`src/design/dpq_pkg.sv`:
```
`default_nettype none
package dpq_pkg;

	localparam int CMD_W       = 3;
	localparam int FILL_W      = 6;
	localparam int TMO_W       = 16;
	localparam int PORT_TIME_W = 32;
	localparam int CFG_W       = 16;
	localparam int CFG_IDX_W   = 2;

	// Largest capacity the capacity register can express.
	localparam int CAP_MAX = (1 << FILL_W) - 1;

	localparam int QUEUE_DEPTH_DEF = 32;
	localparam int TIME_BITS_DEF   = 32;

	localparam logic [CFG_IDX_W-1:0] REG_CAPACITY   = 2'd0;
	localparam logic [CFG_IDX_W-1:0] REG_HIGH_TMO   = 2'd1;
	localparam logic [CFG_IDX_W-1:0] REG_NORMAL_TMO = 2'd2;

	localparam logic [FILL_W-1:0] CAP_RESET        = 6'd30;
	localparam logic [TMO_W-1:0]  HIGH_TMO_RESET   = 16'd2000;
	localparam logic [TMO_W-1:0]  NORMAL_TMO_RESET = 16'd5000;

	typedef enum logic [CMD_W-1:0] {
		CMD_ENQ_HIGH    = 3'd0,
		CMD_ENQ_NORMAL  = 3'd1,
		CMD_EXPIRE      = 3'd2,
		CMD_SEND_HIGH   = 3'd3,
		CMD_SEND_NORMAL = 3'd4,
		CMD_DROP_NORMAL = 3'd5,
		CMD_DROP_HIGH   = 3'd6
	} cmd_t;

	typedef enum logic [2:0] {
		S_IDLE,
		S_EXEC,
		S_XP_EVAL,
		S_XP_WAIT,
		S_SETTLE,
		S_AGE_H,
		S_AGE_N
	} state_t;

endpackage
`default_nettype wire

```
`src/design/dpq_stamp_ram.sv`:
```
`default_nettype none
module dpq_stamp_ram #(
	parameter int DEPTH = 32,
	parameter int WIDTH = 32
) (
	input  wire logic                     clk,
	input  wire logic                     we,
	input  wire logic [$clog2(DEPTH)-1:0] waddr,
	input  wire logic [WIDTH-1:0]         wdata,
	input  wire logic [$clog2(DEPTH)-1:0] raddr,
	output logic      [WIDTH-1:0]         rdata
);

	logic [WIDTH-1:0] mem [DEPTH];
	logic [WIDTH-1:0] rdata_q;

	always_ff @(posedge clk) begin
		if (we) begin
			mem[waddr] <= wdata;
		end
	end

	always_ff @(posedge clk) begin
		rdata_q <= mem[raddr];
	end

	assign rdata = rdata_q;

endmodule
`default_nettype wire

```
`src/design/dpq_age_unit.sv`:
```
`default_nettype none
module dpq_age_unit
	import dpq_pkg::*;
#(
	parameter int TIME_BITS = TIME_BITS_DEF
) (
	input  wire logic [TIME_BITS-1:0] now,
	input  wire logic [TIME_BITS-1:0] stamp,
	input  wire logic [TMO_W-1:0]     limit,
	output logic      [TIME_BITS-1:0] age,
	output logic                      over
);

	// The subtraction wraps at the time width, so a stamp taken before a
	// counter rollover still gives the right age.
	assign age  = now - stamp;
	assign over = age > TIME_BITS'(limit);

endmodule
`default_nettype wire

```
`src/design/dual_priority_queue_timeout_drop_core.sv`:
```
`default_nettype none
// Two timestamped FIFOs, high and normal priority, driven by one command per request.
// Each request is accepted only in the idle state and answered with exactly one
// result. Enqueue, send, drop and the unused code step through execute, settle and
// the high and normal age steps; an expire replaces settle with head evaluation and a
// wait step after each entry removed. The single subtract-and-compare age unit
// evaluates one head per step, and the registered read port of each stamp memory must
// be read anew after every pop before the new head can be examined. A finished result
// waits in the output register while the next request is taken. The stamp memories
// are not cleared after reset; only entries written by an enqueue are ever read. The
// configuration registers are to be written only while the block is idle.
module dual_priority_queue_timeout_drop_core
	import dpq_pkg::*;
#(
	parameter int QUEUE_DEPTH = QUEUE_DEPTH_DEF,
	parameter int TIME_BITS   = TIME_BITS_DEF
) (
	input  wire logic                   clk,
	input  wire logic                   arst_n,
	input  wire logic                   in_valid,
	output logic                        in_stall,
	input  wire logic [CMD_W-1:0]       cmd,
	input  wire logic [PORT_TIME_W-1:0] now_ms,
	output logic                        out_valid,
	input  wire logic                   out_stall,
	output logic                        done_res,
	output logic      [PORT_TIME_W-1:0] waited_ms,
	output logic      [FILL_W-1:0]      high_expired,
	output logic      [FILL_W-1:0]      normal_expired,
	output logic      [FILL_W-1:0]      high_count,
	output logic      [FILL_W-1:0]      normal_count,
	output logic      [PORT_TIME_W-1:0] high_age_ms,
	output logic      [PORT_TIME_W-1:0] normal_age_ms,
	input  wire logic                   cfg_we,
	input  wire logic [CFG_IDX_W-1:0]   cfg_index,
	input  wire logic [CFG_W-1:0]       cfg_data
);

	localparam int PTR_W     = $clog2(QUEUE_DEPTH);
	localparam int SUM_W     = ((PTR_W > FILL_W) ? PTR_W : FILL_W) + 1;
	localparam int DEPTH_LIM = (QUEUE_DEPTH < CAP_MAX) ? QUEUE_DEPTH : CAP_MAX;
	localparam logic [FILL_W-1:0] DEPTH_LIM_F = FILL_W'(DEPTH_LIM);

	function automatic logic [PTR_W-1:0] ptr_next(input logic [PTR_W-1:0] p);
		logic [PTR_W-1:0] r;
		r = (p == PTR_W'(QUEUE_DEPTH - 1)) ? '0 : p + 1'b1;
		return r;
	endfunction

	// The entry written is always below the depth, so one subtract wraps the sum.
	function automatic logic [PTR_W-1:0] tail_addr(input logic [PTR_W-1:0] h,
			input logic [FILL_W-1:0] f);
		logic [SUM_W-1:0] s;
		s = SUM_W'(h) + SUM_W'(f);
		if (s >= SUM_W'(QUEUE_DEPTH)) begin
			s = s - SUM_W'(QUEUE_DEPTH);
		end
		return s[PTR_W-1:0];
	endfunction

	// Configuration registers.
	logic [FILL_W-1:0] cap_q;
	logic [TMO_W-1:0]  high_tmo_q;
	logic [TMO_W-1:0]  normal_tmo_q;

	always_ff @(posedge clk or negedge arst_n) begin
		if (!arst_n) begin
			cap_q        <= CAP_RESET;
			high_tmo_q   <= HIGH_TMO_RESET;
			normal_tmo_q <= NORMAL_TMO_RESET;
		end else if (cfg_we) begin
			case (cfg_index)
				REG_CAPACITY:   cap_q        <= cfg_data[FILL_W-1:0];
				REG_HIGH_TMO:   high_tmo_q   <= cfg_data[TMO_W-1:0];
				REG_NORMAL_TMO: normal_tmo_q <= cfg_data[TMO_W-1:0];
				default: ;
			endcase
		end
	end

	// Sequencer and queue state.
	state_t                state_q, state_d;
	cmd_t                  cmd_q, cmd_d;
	logic [TIME_BITS-1:0]  now_q, now_d;
	logic [PTR_W-1:0]      head_h_q, head_h_d, head_n_q, head_n_d;
	logic [FILL_W-1:0]     fill_h_q, fill_h_d, fill_n_q, fill_n_d;
	logic                  done_q, done_d;
	logic [TIME_BITS-1:0]  waited_q, waited_d;
	logic [FILL_W-1:0]     hx_q, hx_d, nx_q, nx_d;
	logic                  xp_high_q, xp_high_d;
	logic [TIME_BITS-1:0]  hage_q, hage_d;

	logic                  we_h, we_n;
	logic                  unit_high;
	logic                  load;
	logic [TIME_BITS-1:0]  rd_h, rd_n;
	logic [TIME_BITS-1:0]  unit_stamp, unit_age;
	logic [TMO_W-1:0]      unit_limit;
	logic                  unit_over;
	logic                  out_valid_q;

	dpq_stamp_ram #(.DEPTH(QUEUE_DEPTH), .WIDTH(TIME_BITS)) u_high_ram (
		.clk   (clk),
		.we    (we_h),
		.waddr (tail_addr(head_h_q, fill_h_q)),
		.wdata (now_q),
		.raddr (head_h_q),
		.rdata (rd_h)
	);

	dpq_stamp_ram #(.DEPTH(QUEUE_DEPTH), .WIDTH(TIME_BITS)) u_normal_ram (
		.clk   (clk),
		.we    (we_n),
		.waddr (tail_addr(head_n_q, fill_n_q)),
		.wdata (now_q),
		.raddr (head_n_q),
		.rdata (rd_n)
	);

	assign unit_stamp = unit_high ? rd_h : rd_n;
	assign unit_limit = unit_high ? high_tmo_q : normal_tmo_q;

	dpq_age_unit #(.TIME_BITS(TIME_BITS)) u_age (
		.now   (now_q),
		.stamp (unit_stamp),
		.limit (unit_limit),
		.age   (unit_age),
		.over  (unit_over)
	);

	assign in_stall = (state_q != S_IDLE);

	always_comb begin
		state_d   = state_q;
		cmd_d     = cmd_q;
		now_d     = now_q;
		head_h_d  = head_h_q;
		head_n_d  = head_n_q;
		fill_h_d  = fill_h_q;
		fill_n_d  = fill_n_q;
		done_d    = done_q;
		waited_d  = waited_q;
		hx_d      = hx_q;
		nx_d      = nx_q;
		xp_high_d = xp_high_q;
		hage_d    = hage_q;
		we_h      = 1'b0;
		we_n      = 1'b0;
		unit_high = 1'b1;
		load      = 1'b0;
		case (state_q)
			S_IDLE: begin
				if (in_valid) begin
					cmd_d    = cmd_t'(cmd);
					now_d    = TIME_BITS'(now_ms);
					done_d   = 1'b0;
					waited_d = '0;
					hx_d     = '0;
					nx_d     = '0;
					state_d  = S_EXEC;
				end
			end
			S_EXEC: begin
				state_d = S_SETTLE;
				case (cmd_q)
					CMD_ENQ_HIGH: begin
						if (fill_h_q < cap_q && fill_h_q < DEPTH_LIM_F) begin
							we_h     = 1'b1;
							fill_h_d = fill_h_q + 1'b1;
							done_d   = 1'b1;
						end
					end
					CMD_ENQ_NORMAL: begin
						if (fill_n_q < cap_q && fill_n_q < DEPTH_LIM_F) begin
							we_n     = 1'b1;
							fill_n_d = fill_n_q + 1'b1;
							done_d   = 1'b1;
						end
					end
					CMD_EXPIRE: begin
						xp_high_d = 1'b1;
						state_d   = S_XP_EVAL;
					end
					CMD_SEND_HIGH: begin
						unit_high = 1'b1;
						if (fill_h_q != '0) begin
							waited_d = unit_age;
							head_h_d = ptr_next(head_h_q);
							fill_h_d = fill_h_q - 1'b1;
							done_d   = 1'b1;
						end
					end
					CMD_SEND_NORMAL: begin
						unit_high = 1'b0;
						if (fill_n_q != '0) begin
							waited_d = unit_age;
							head_n_d = ptr_next(head_n_q);
							fill_n_d = fill_n_q - 1'b1;
							done_d   = 1'b1;
						end
					end
					CMD_DROP_HIGH: begin
						if (fill_h_q != '0) begin
							head_h_d = ptr_next(head_h_q);
							fill_h_d = fill_h_q - 1'b1;
							done_d   = 1'b1;
						end
					end
					CMD_DROP_NORMAL: begin
						if (fill_n_q != '0) begin
							head_n_d = ptr_next(head_n_q);
							fill_n_d = fill_n_q - 1'b1;
							done_d   = 1'b1;
						end
					end
					default: ;
				endcase
			end
			S_XP_EVAL: begin
				// The high queue is drained first, then the normal queue.
				unit_high = xp_high_q;
				if (xp_high_q) begin
					if (fill_h_q != '0 && unit_over) begin
						head_h_d = ptr_next(head_h_q);
						fill_h_d = fill_h_q - 1'b1;
						hx_d     = hx_q + 1'b1;
						done_d   = 1'b1;
						state_d  = S_XP_WAIT;
					end else begin
						xp_high_d = 1'b0;
					end
				end else begin
					if (fill_n_q != '0 && unit_over) begin
						head_n_d = ptr_next(head_n_q);
						fill_n_d = fill_n_q - 1'b1;
						nx_d     = nx_q + 1'b1;
						done_d   = 1'b1;
						state_d  = S_XP_WAIT;
					end else begin
						state_d = S_AGE_H;
					end
				end
			end
			S_XP_WAIT: begin
				state_d = S_XP_EVAL;
			end
			S_SETTLE: begin
				state_d = S_AGE_H;
			end
			S_AGE_H: begin
				unit_high = 1'b1;
				hage_d    = (fill_h_q != '0) ? unit_age : '0;
				state_d   = S_AGE_N;
			end
			S_AGE_N: begin
				unit_high = 1'b0;
				if (!out_valid_q || !out_stall) begin
					load    = 1'b1;
					state_d = S_IDLE;
				end
			end
			default: begin
				state_d = S_IDLE;
			end
		endcase
	end

	always_ff @(posedge clk or negedge arst_n) begin
		if (!arst_n) begin
			state_q   <= S_IDLE;
			head_h_q  <= '0;
			head_n_q  <= '0;
			fill_h_q  <= '0;
			fill_n_q  <= '0;
			xp_high_q <= 1'b0;
		end else begin
			state_q   <= state_d;
			head_h_q  <= head_h_d;
			head_n_q  <= head_n_d;
			fill_h_q  <= fill_h_d;
			fill_n_q  <= fill_n_d;
			xp_high_q <= xp_high_d;
		end
	end

	always_ff @(posedge clk) begin
		cmd_q    <= cmd_d;
		now_q    <= now_d;
		done_q   <= done_d;
		waited_q <= waited_d;
		hx_q     <= hx_d;
		nx_q     <= nx_d;
		hage_q   <= hage_d;
	end

	// Output register.
	always_ff @(posedge clk or negedge arst_n) begin
		if (!arst_n) begin
			out_valid_q <= 1'b0;
		end else if (load) begin
			out_valid_q <= 1'b1;
		end else if (!out_stall) begin
			out_valid_q <= 1'b0;
		end
	end

	always_ff @(posedge clk) begin
		if (load) begin
			done_res       <= done_q;
			waited_ms      <= PORT_TIME_W'(waited_q);
			high_expired   <= hx_q;
			normal_expired <= nx_q;
			high_count     <= fill_h_q;
			normal_count   <= fill_n_q;
			high_age_ms    <= PORT_TIME_W'(hage_q);
			normal_age_ms  <= PORT_TIME_W'((fill_n_q != '0) ? unit_age : '0);
		end
	end

	assign out_valid = out_valid_q;

`ifndef SYNTHESIS
	a_fill_bound: assert property (@(posedge clk) disable iff (!arst_n)
		fill_h_q <= DEPTH_LIM_F && fill_n_q <= DEPTH_LIM_F)
		else $error("queue occupancy beyond its limit");

	a_idle_holds: assert property (@(posedge clk) disable iff (!arst_n)
		state_q == S_IDLE |=> $stable(fill_h_q) && $stable(fill_n_q))
		else $error("occupancy changed while idle");

	a_exec_step: assert property (@(posedge clk) disable iff (!arst_n)
		state_q == S_EXEC |=> (fill_h_q == $past(fill_h_q) ||
			fill_h_q == FILL_W'($past(fill_h_q) + 1'b1) ||
			fill_h_q == FILL_W'($past(fill_h_q) - 1'b1)))
		else $error("high occupancy moved by more than one entry");

	a_result_src: assert property (@(posedge clk) disable iff (!arst_n)
		$rose(out_valid_q) |-> $past(state_q) == S_AGE_N)
		else $error("result presented outside the final step");
`endif

endmodule
`default_nettype wire
```
`config.mk`:
```
export PLATFORM = sky130hd
export DESIGN_NAME = dual_priority_queue_timeout_drop_core
export DESIGN_NICKNAME = d
export VERILOG_FILES = /design/src/design/dpq_pkg.sv /design/src/design/dpq_stamp_ram.sv /design/src/design/dpq_age_unit.sv /design/src/design/dual_priority_queue_timeout_drop_core.sv
export SDC_FILE = /design/constraint.sdc
export NUM_CORES = 2
export LEC_CHECK = 0
export BUFFER_PORTS_ARGS = -buffer_cell sky130_fd_sc_hd__buf_2
export CORE_MARGIN = 2
export CORE_UTILIZATION = 35
export DETAILED_ROUTE_END_ITERATION = 10
export PLACE_DENSITY_LB_ADDON = 0.08
export RECOVER_POWER = 100
export SLEW_MARGIN = 20
export SYNTH_ARGS = -nofsm -noshare
export SYNTH_HDL_FRONTEND = slang
export SYNTH_SLANG_ARGS = --single-unit
```
`constraint.sdc`:
```
create_clock -name clk -period 12.7 [get_ports clk]
set_input_delay 1.905 -clock clk [delete_from_list [all_inputs] [get_ports clk]]
set_output_delay 1.905 -clock clk [all_outputs]
set_load 0.05 [all_outputs]
```
==> impl_metrics.py <==
metrics = {
    "synth": {
        "postSynthAreaPerCell_um2": 22.3,
        "synth.yosys.seq_area_share": 0.765,
        "synth_area_leaders": "edfxtp_1 (73%), mux4_2 (15%), dfxtp_1 (1.4%), dfrtp_1 (1.3%), mux2_2 (1.2%)",
        "yosysTopAreaCell": "edfxtp_1",
        "yosys_warnings": 0,
        "ys.flop_type": "edfxtp_1",
        "synth_fp_nets": 4328,
        "synth.top_cell.area_share": 0.734,
        "netlist_top_cells_count": "edfxtp_1 (2281), mux4_2 (640), nor2_1 (220)",
        "syn_area_mm2": 0.0933,
        "synth-seq-cells": 2410,
        "async_reset_ff_frac": 0.0270,
        "ys_types": 88,
        "syn_inst": 4190,
        "synth.most_common_cell": "edfxtp_1",
        "synth-edff-count": 2281,
    },
    "sta": {
        "rsz0062_at_grt": "false",
        "tns_ps": 0,
        "worstMarginPinSlew_ps": 4090,
        "setup_viol": 0,
        "timing.fmax_mhz": 105,
        "relSlewSlack": -1.73,
        "final.setup.worst_slack_ps": 3130,
        "period_share": 0.753,
        "timing.final.max_slew_violations": 4878,
        "period_minus_slack_ps": 9570,
        "clock_skew_ps": 62.8,
        "report.final.hold_viol_count": 0,
    },
    "grt": {
        "grt_pass1_vias": 45625,
        "grt_pass1_wl_um": 373000,
        "grt_max_degree": 103,
        "antenna_found_initial": 35,
        "overflow": 0,
        "grtUsageTotal": 0.197,
    },
    "cells_and_area": {
        "stdcell_area_mm2": 0.107,
        "drive_gt1_frac": 0.253,
        "syn_to_final_growth_pct": 14.7,
        "final_cells": 8334,
        "nets": 4746,
    },
    "drt": {
        "first_pass_iters": 5,
        "avgRoutedWirePerCell_um": 32.2,
        "drc": 0,
        "avgViaCountPerCell": 5.35,
        "wl_um": 268000,
        "antenna_left": 0,
        "drt-initial-drc-count": 5007,
        "num_vias": 44555,
    },
    "critical_path": {
        "critPathRequiredTime_ps": 13410,
        "cpLargestDelayFamily": "buffers and inverters",
        "cp.arrival_ps": 10280,
        "cpMaxStageDelayCell": "clkbuf_1",
        "crit_chain": "clkbuf_1, clkbuf_1, buf_4, mux4_2, mux4_2, mux2_1",
        "worst_setup_path_end_kind": "flop",
        "start_kind": "flop",
        "crit_buf_inv": 3,
        "critPathMaxStageDelay_ps": 3030,
        "critPathKind": "flop to flop",
        "critical_path_peak_fanout": 54,
    },
    "cts": {
        "numClockSinks": 2410,
        "cts_buffers": 283,
        "cts_resized": 0,
        "cts_buffer_depth": 4,
        "cts.clk_slew.worst_paths_ps": 60,
        "root_buffer": "clkbuf_16",
        "post-cts-setup-buffer-count": 0,
        "htreeDepth": 5,
        "clk_latency_ps": 950,
        "hold_buffers": 0,
        "cts_tree": "done",
    },
    "run": {
        "maxCapViolations": 137,
    },
    "power": {
        "clkPwrFrac": 0.309,
        "cellLeakagePower_uw": 0.0332,
        "power_switching_uw": 7810,
        "p_per_area_mw_per_mm2": 232,
        "p_sw_frac": 0.315,
        "internal_power_uw": 17000,
        "comb_power_share": 0.287,
        "ir_drop_v": 0.000194,
        "p_seq_frac": 0.404,
    },
    "floorplanning": {
        "rows": 189,
        "ios": 181,
        "die-area_mm2": 0.271,
        "start_util": 0.352,
        "die_w_um": 520,
        "die_height_um": 520,
        "fp.coreArea_mm2": 0.265,
    },
    "placed_design": {
        "place_ws_ps": 5130,
        "dp_hpwl_um": 151000,
        "gp_congestion": 0.785,
        "placed_cell_area_mm2": 0.0995,
        "place_inst": 7856,
        "port_buffers": 180,
    },
    "outcome": {
        "violations": "max-capacitance violations, max-slew violations",
        "outcome": "finished with violations",
    },
    "worst_hold_path": {
        "hold_path.class": "flop to flop",
    },
}
registers in the layout, indices dropped and copies added (netlist names), 16 cells and up:
| name | cells |
|---|---|
| u_high_ram.mem | 1024 |
| u_normal_ram.mem | 1024 |
| hage_q | 32 |
| high_age_ms | 32 |
| normal_age_ms | 32 |
| now_q | 32 |
| u_high_ram.rdata | 32 |
| u_normal_ram.rdata | 32 |
| waited_ms | 32 |
| waited_q | 32 |
| high_tmo_q | 16 |
| normal_tmo_q | 16 |
final timing paths:
kind | startpoint | endpoint | slack (ps) | cells past startpoint
min reg2reg | waited_q[8]$_SDFFCE_PN0P_ | waited_ms[8]$_DFFE_PP_ | 410 | 0
max reg2reg | head_n_q[1]$_DFFE_PN0P_ | u_normal_ram.rdata[15]$_DFF_P_ | 3130 | 6
min | waited_q[8]$_SDFFCE_PN0P_ | waited_ms[8]$_DFFE_PP_ | 410 | 0
max | head_n_q[1]$_DFFE_PN0P_ | u_normal_ram.rdata[15]$_DFF_P_ | 3130 | 6
min in group asynchronous | arst_n | normal_tmo_q[15]$_DFFE_PN0P_ | 2490 | 2
max in group asynchronous | arst_n | head_n_q[2]$_DFFE_PN0P_ | 7250 | 2
cells by family after synthesis:
kind of cell / synth area share
compound gates: 0.0146
xor+xnor: 0.00579
fa+ha+maj: 0.0110
buf+inv: 0.0101
flops: 0.765
mux: 0.172
simple gates: 0.0208
layout make-up:
class                      count  area (um^2)
clock inverter               112         1030
inverter                      37          144
timing repair buffer         327         1390
multi-input combinational   1549        21000
antenna                        6         15.0
tap                         3533         4420
clock buffer                 360         7570
fill                       23508       158000
sequential                  2410        71400
metal layers:
layer | up-vias | GRT usage | routed length, um
met1 | 24496 | 0.302 | 127000
li1 | 18381 | - | -
met2 | 1362 | 0.294 | 120000
met3 | 308 | 0.0355 | 15300
met4 | 8 | 0.0396 | 4970
met5 | - | 0 | 50
power groups by stage:
stage,Sequential (uW),Clock [uW],Combinational (uW)
6_report,10000,7670,7120
5_1_grt,10100,8180,7690
4_1_cts,9980,7880,7300
3_5_place_dp,10100,0,7280
3_3_place_gp,10200,0,7290
2_1_floorplan,10200,0,4530
placed cells by master, fill, tap and decap left out, types with 18 or more instances in the layout:
cell	count
mux2_2	65
xnor2_1	30
nand2_1	80
mux2_1	40
clkinv_1	38
clkinv_2	42
buf_4	20
ha_1	77
mux4_2	640
bufinv_16	18
dfrtp_1	43
mux2i_1	47
xor2_1	29
clkbuf_1	325
edfxtp_1	2281
buf_2	42
dfxtp_1	64
a21oi_1	56
nor2_4	22
inv_1	36
nor2_1	198
a21o_1	24
clkbuf_16	288
nand3_1	29
o21ai_0	33
stage by stage:
| step | util | power (uW) | hold WS [ps] |
|---|---|---|---|
| final | 0.404 | 24800 | 412 |
| after global routing | 0.404 | 25900 | 425 |
| after CTS | 0.408 | 25200 | 416 |
| after detailed placement | 0.375 | 17400 | 405 |
| after global placement | 0.375 | 17400 | 404 |
| after floorplan | - | 14700 | 400 |
(Power assumes the default switching activity.)
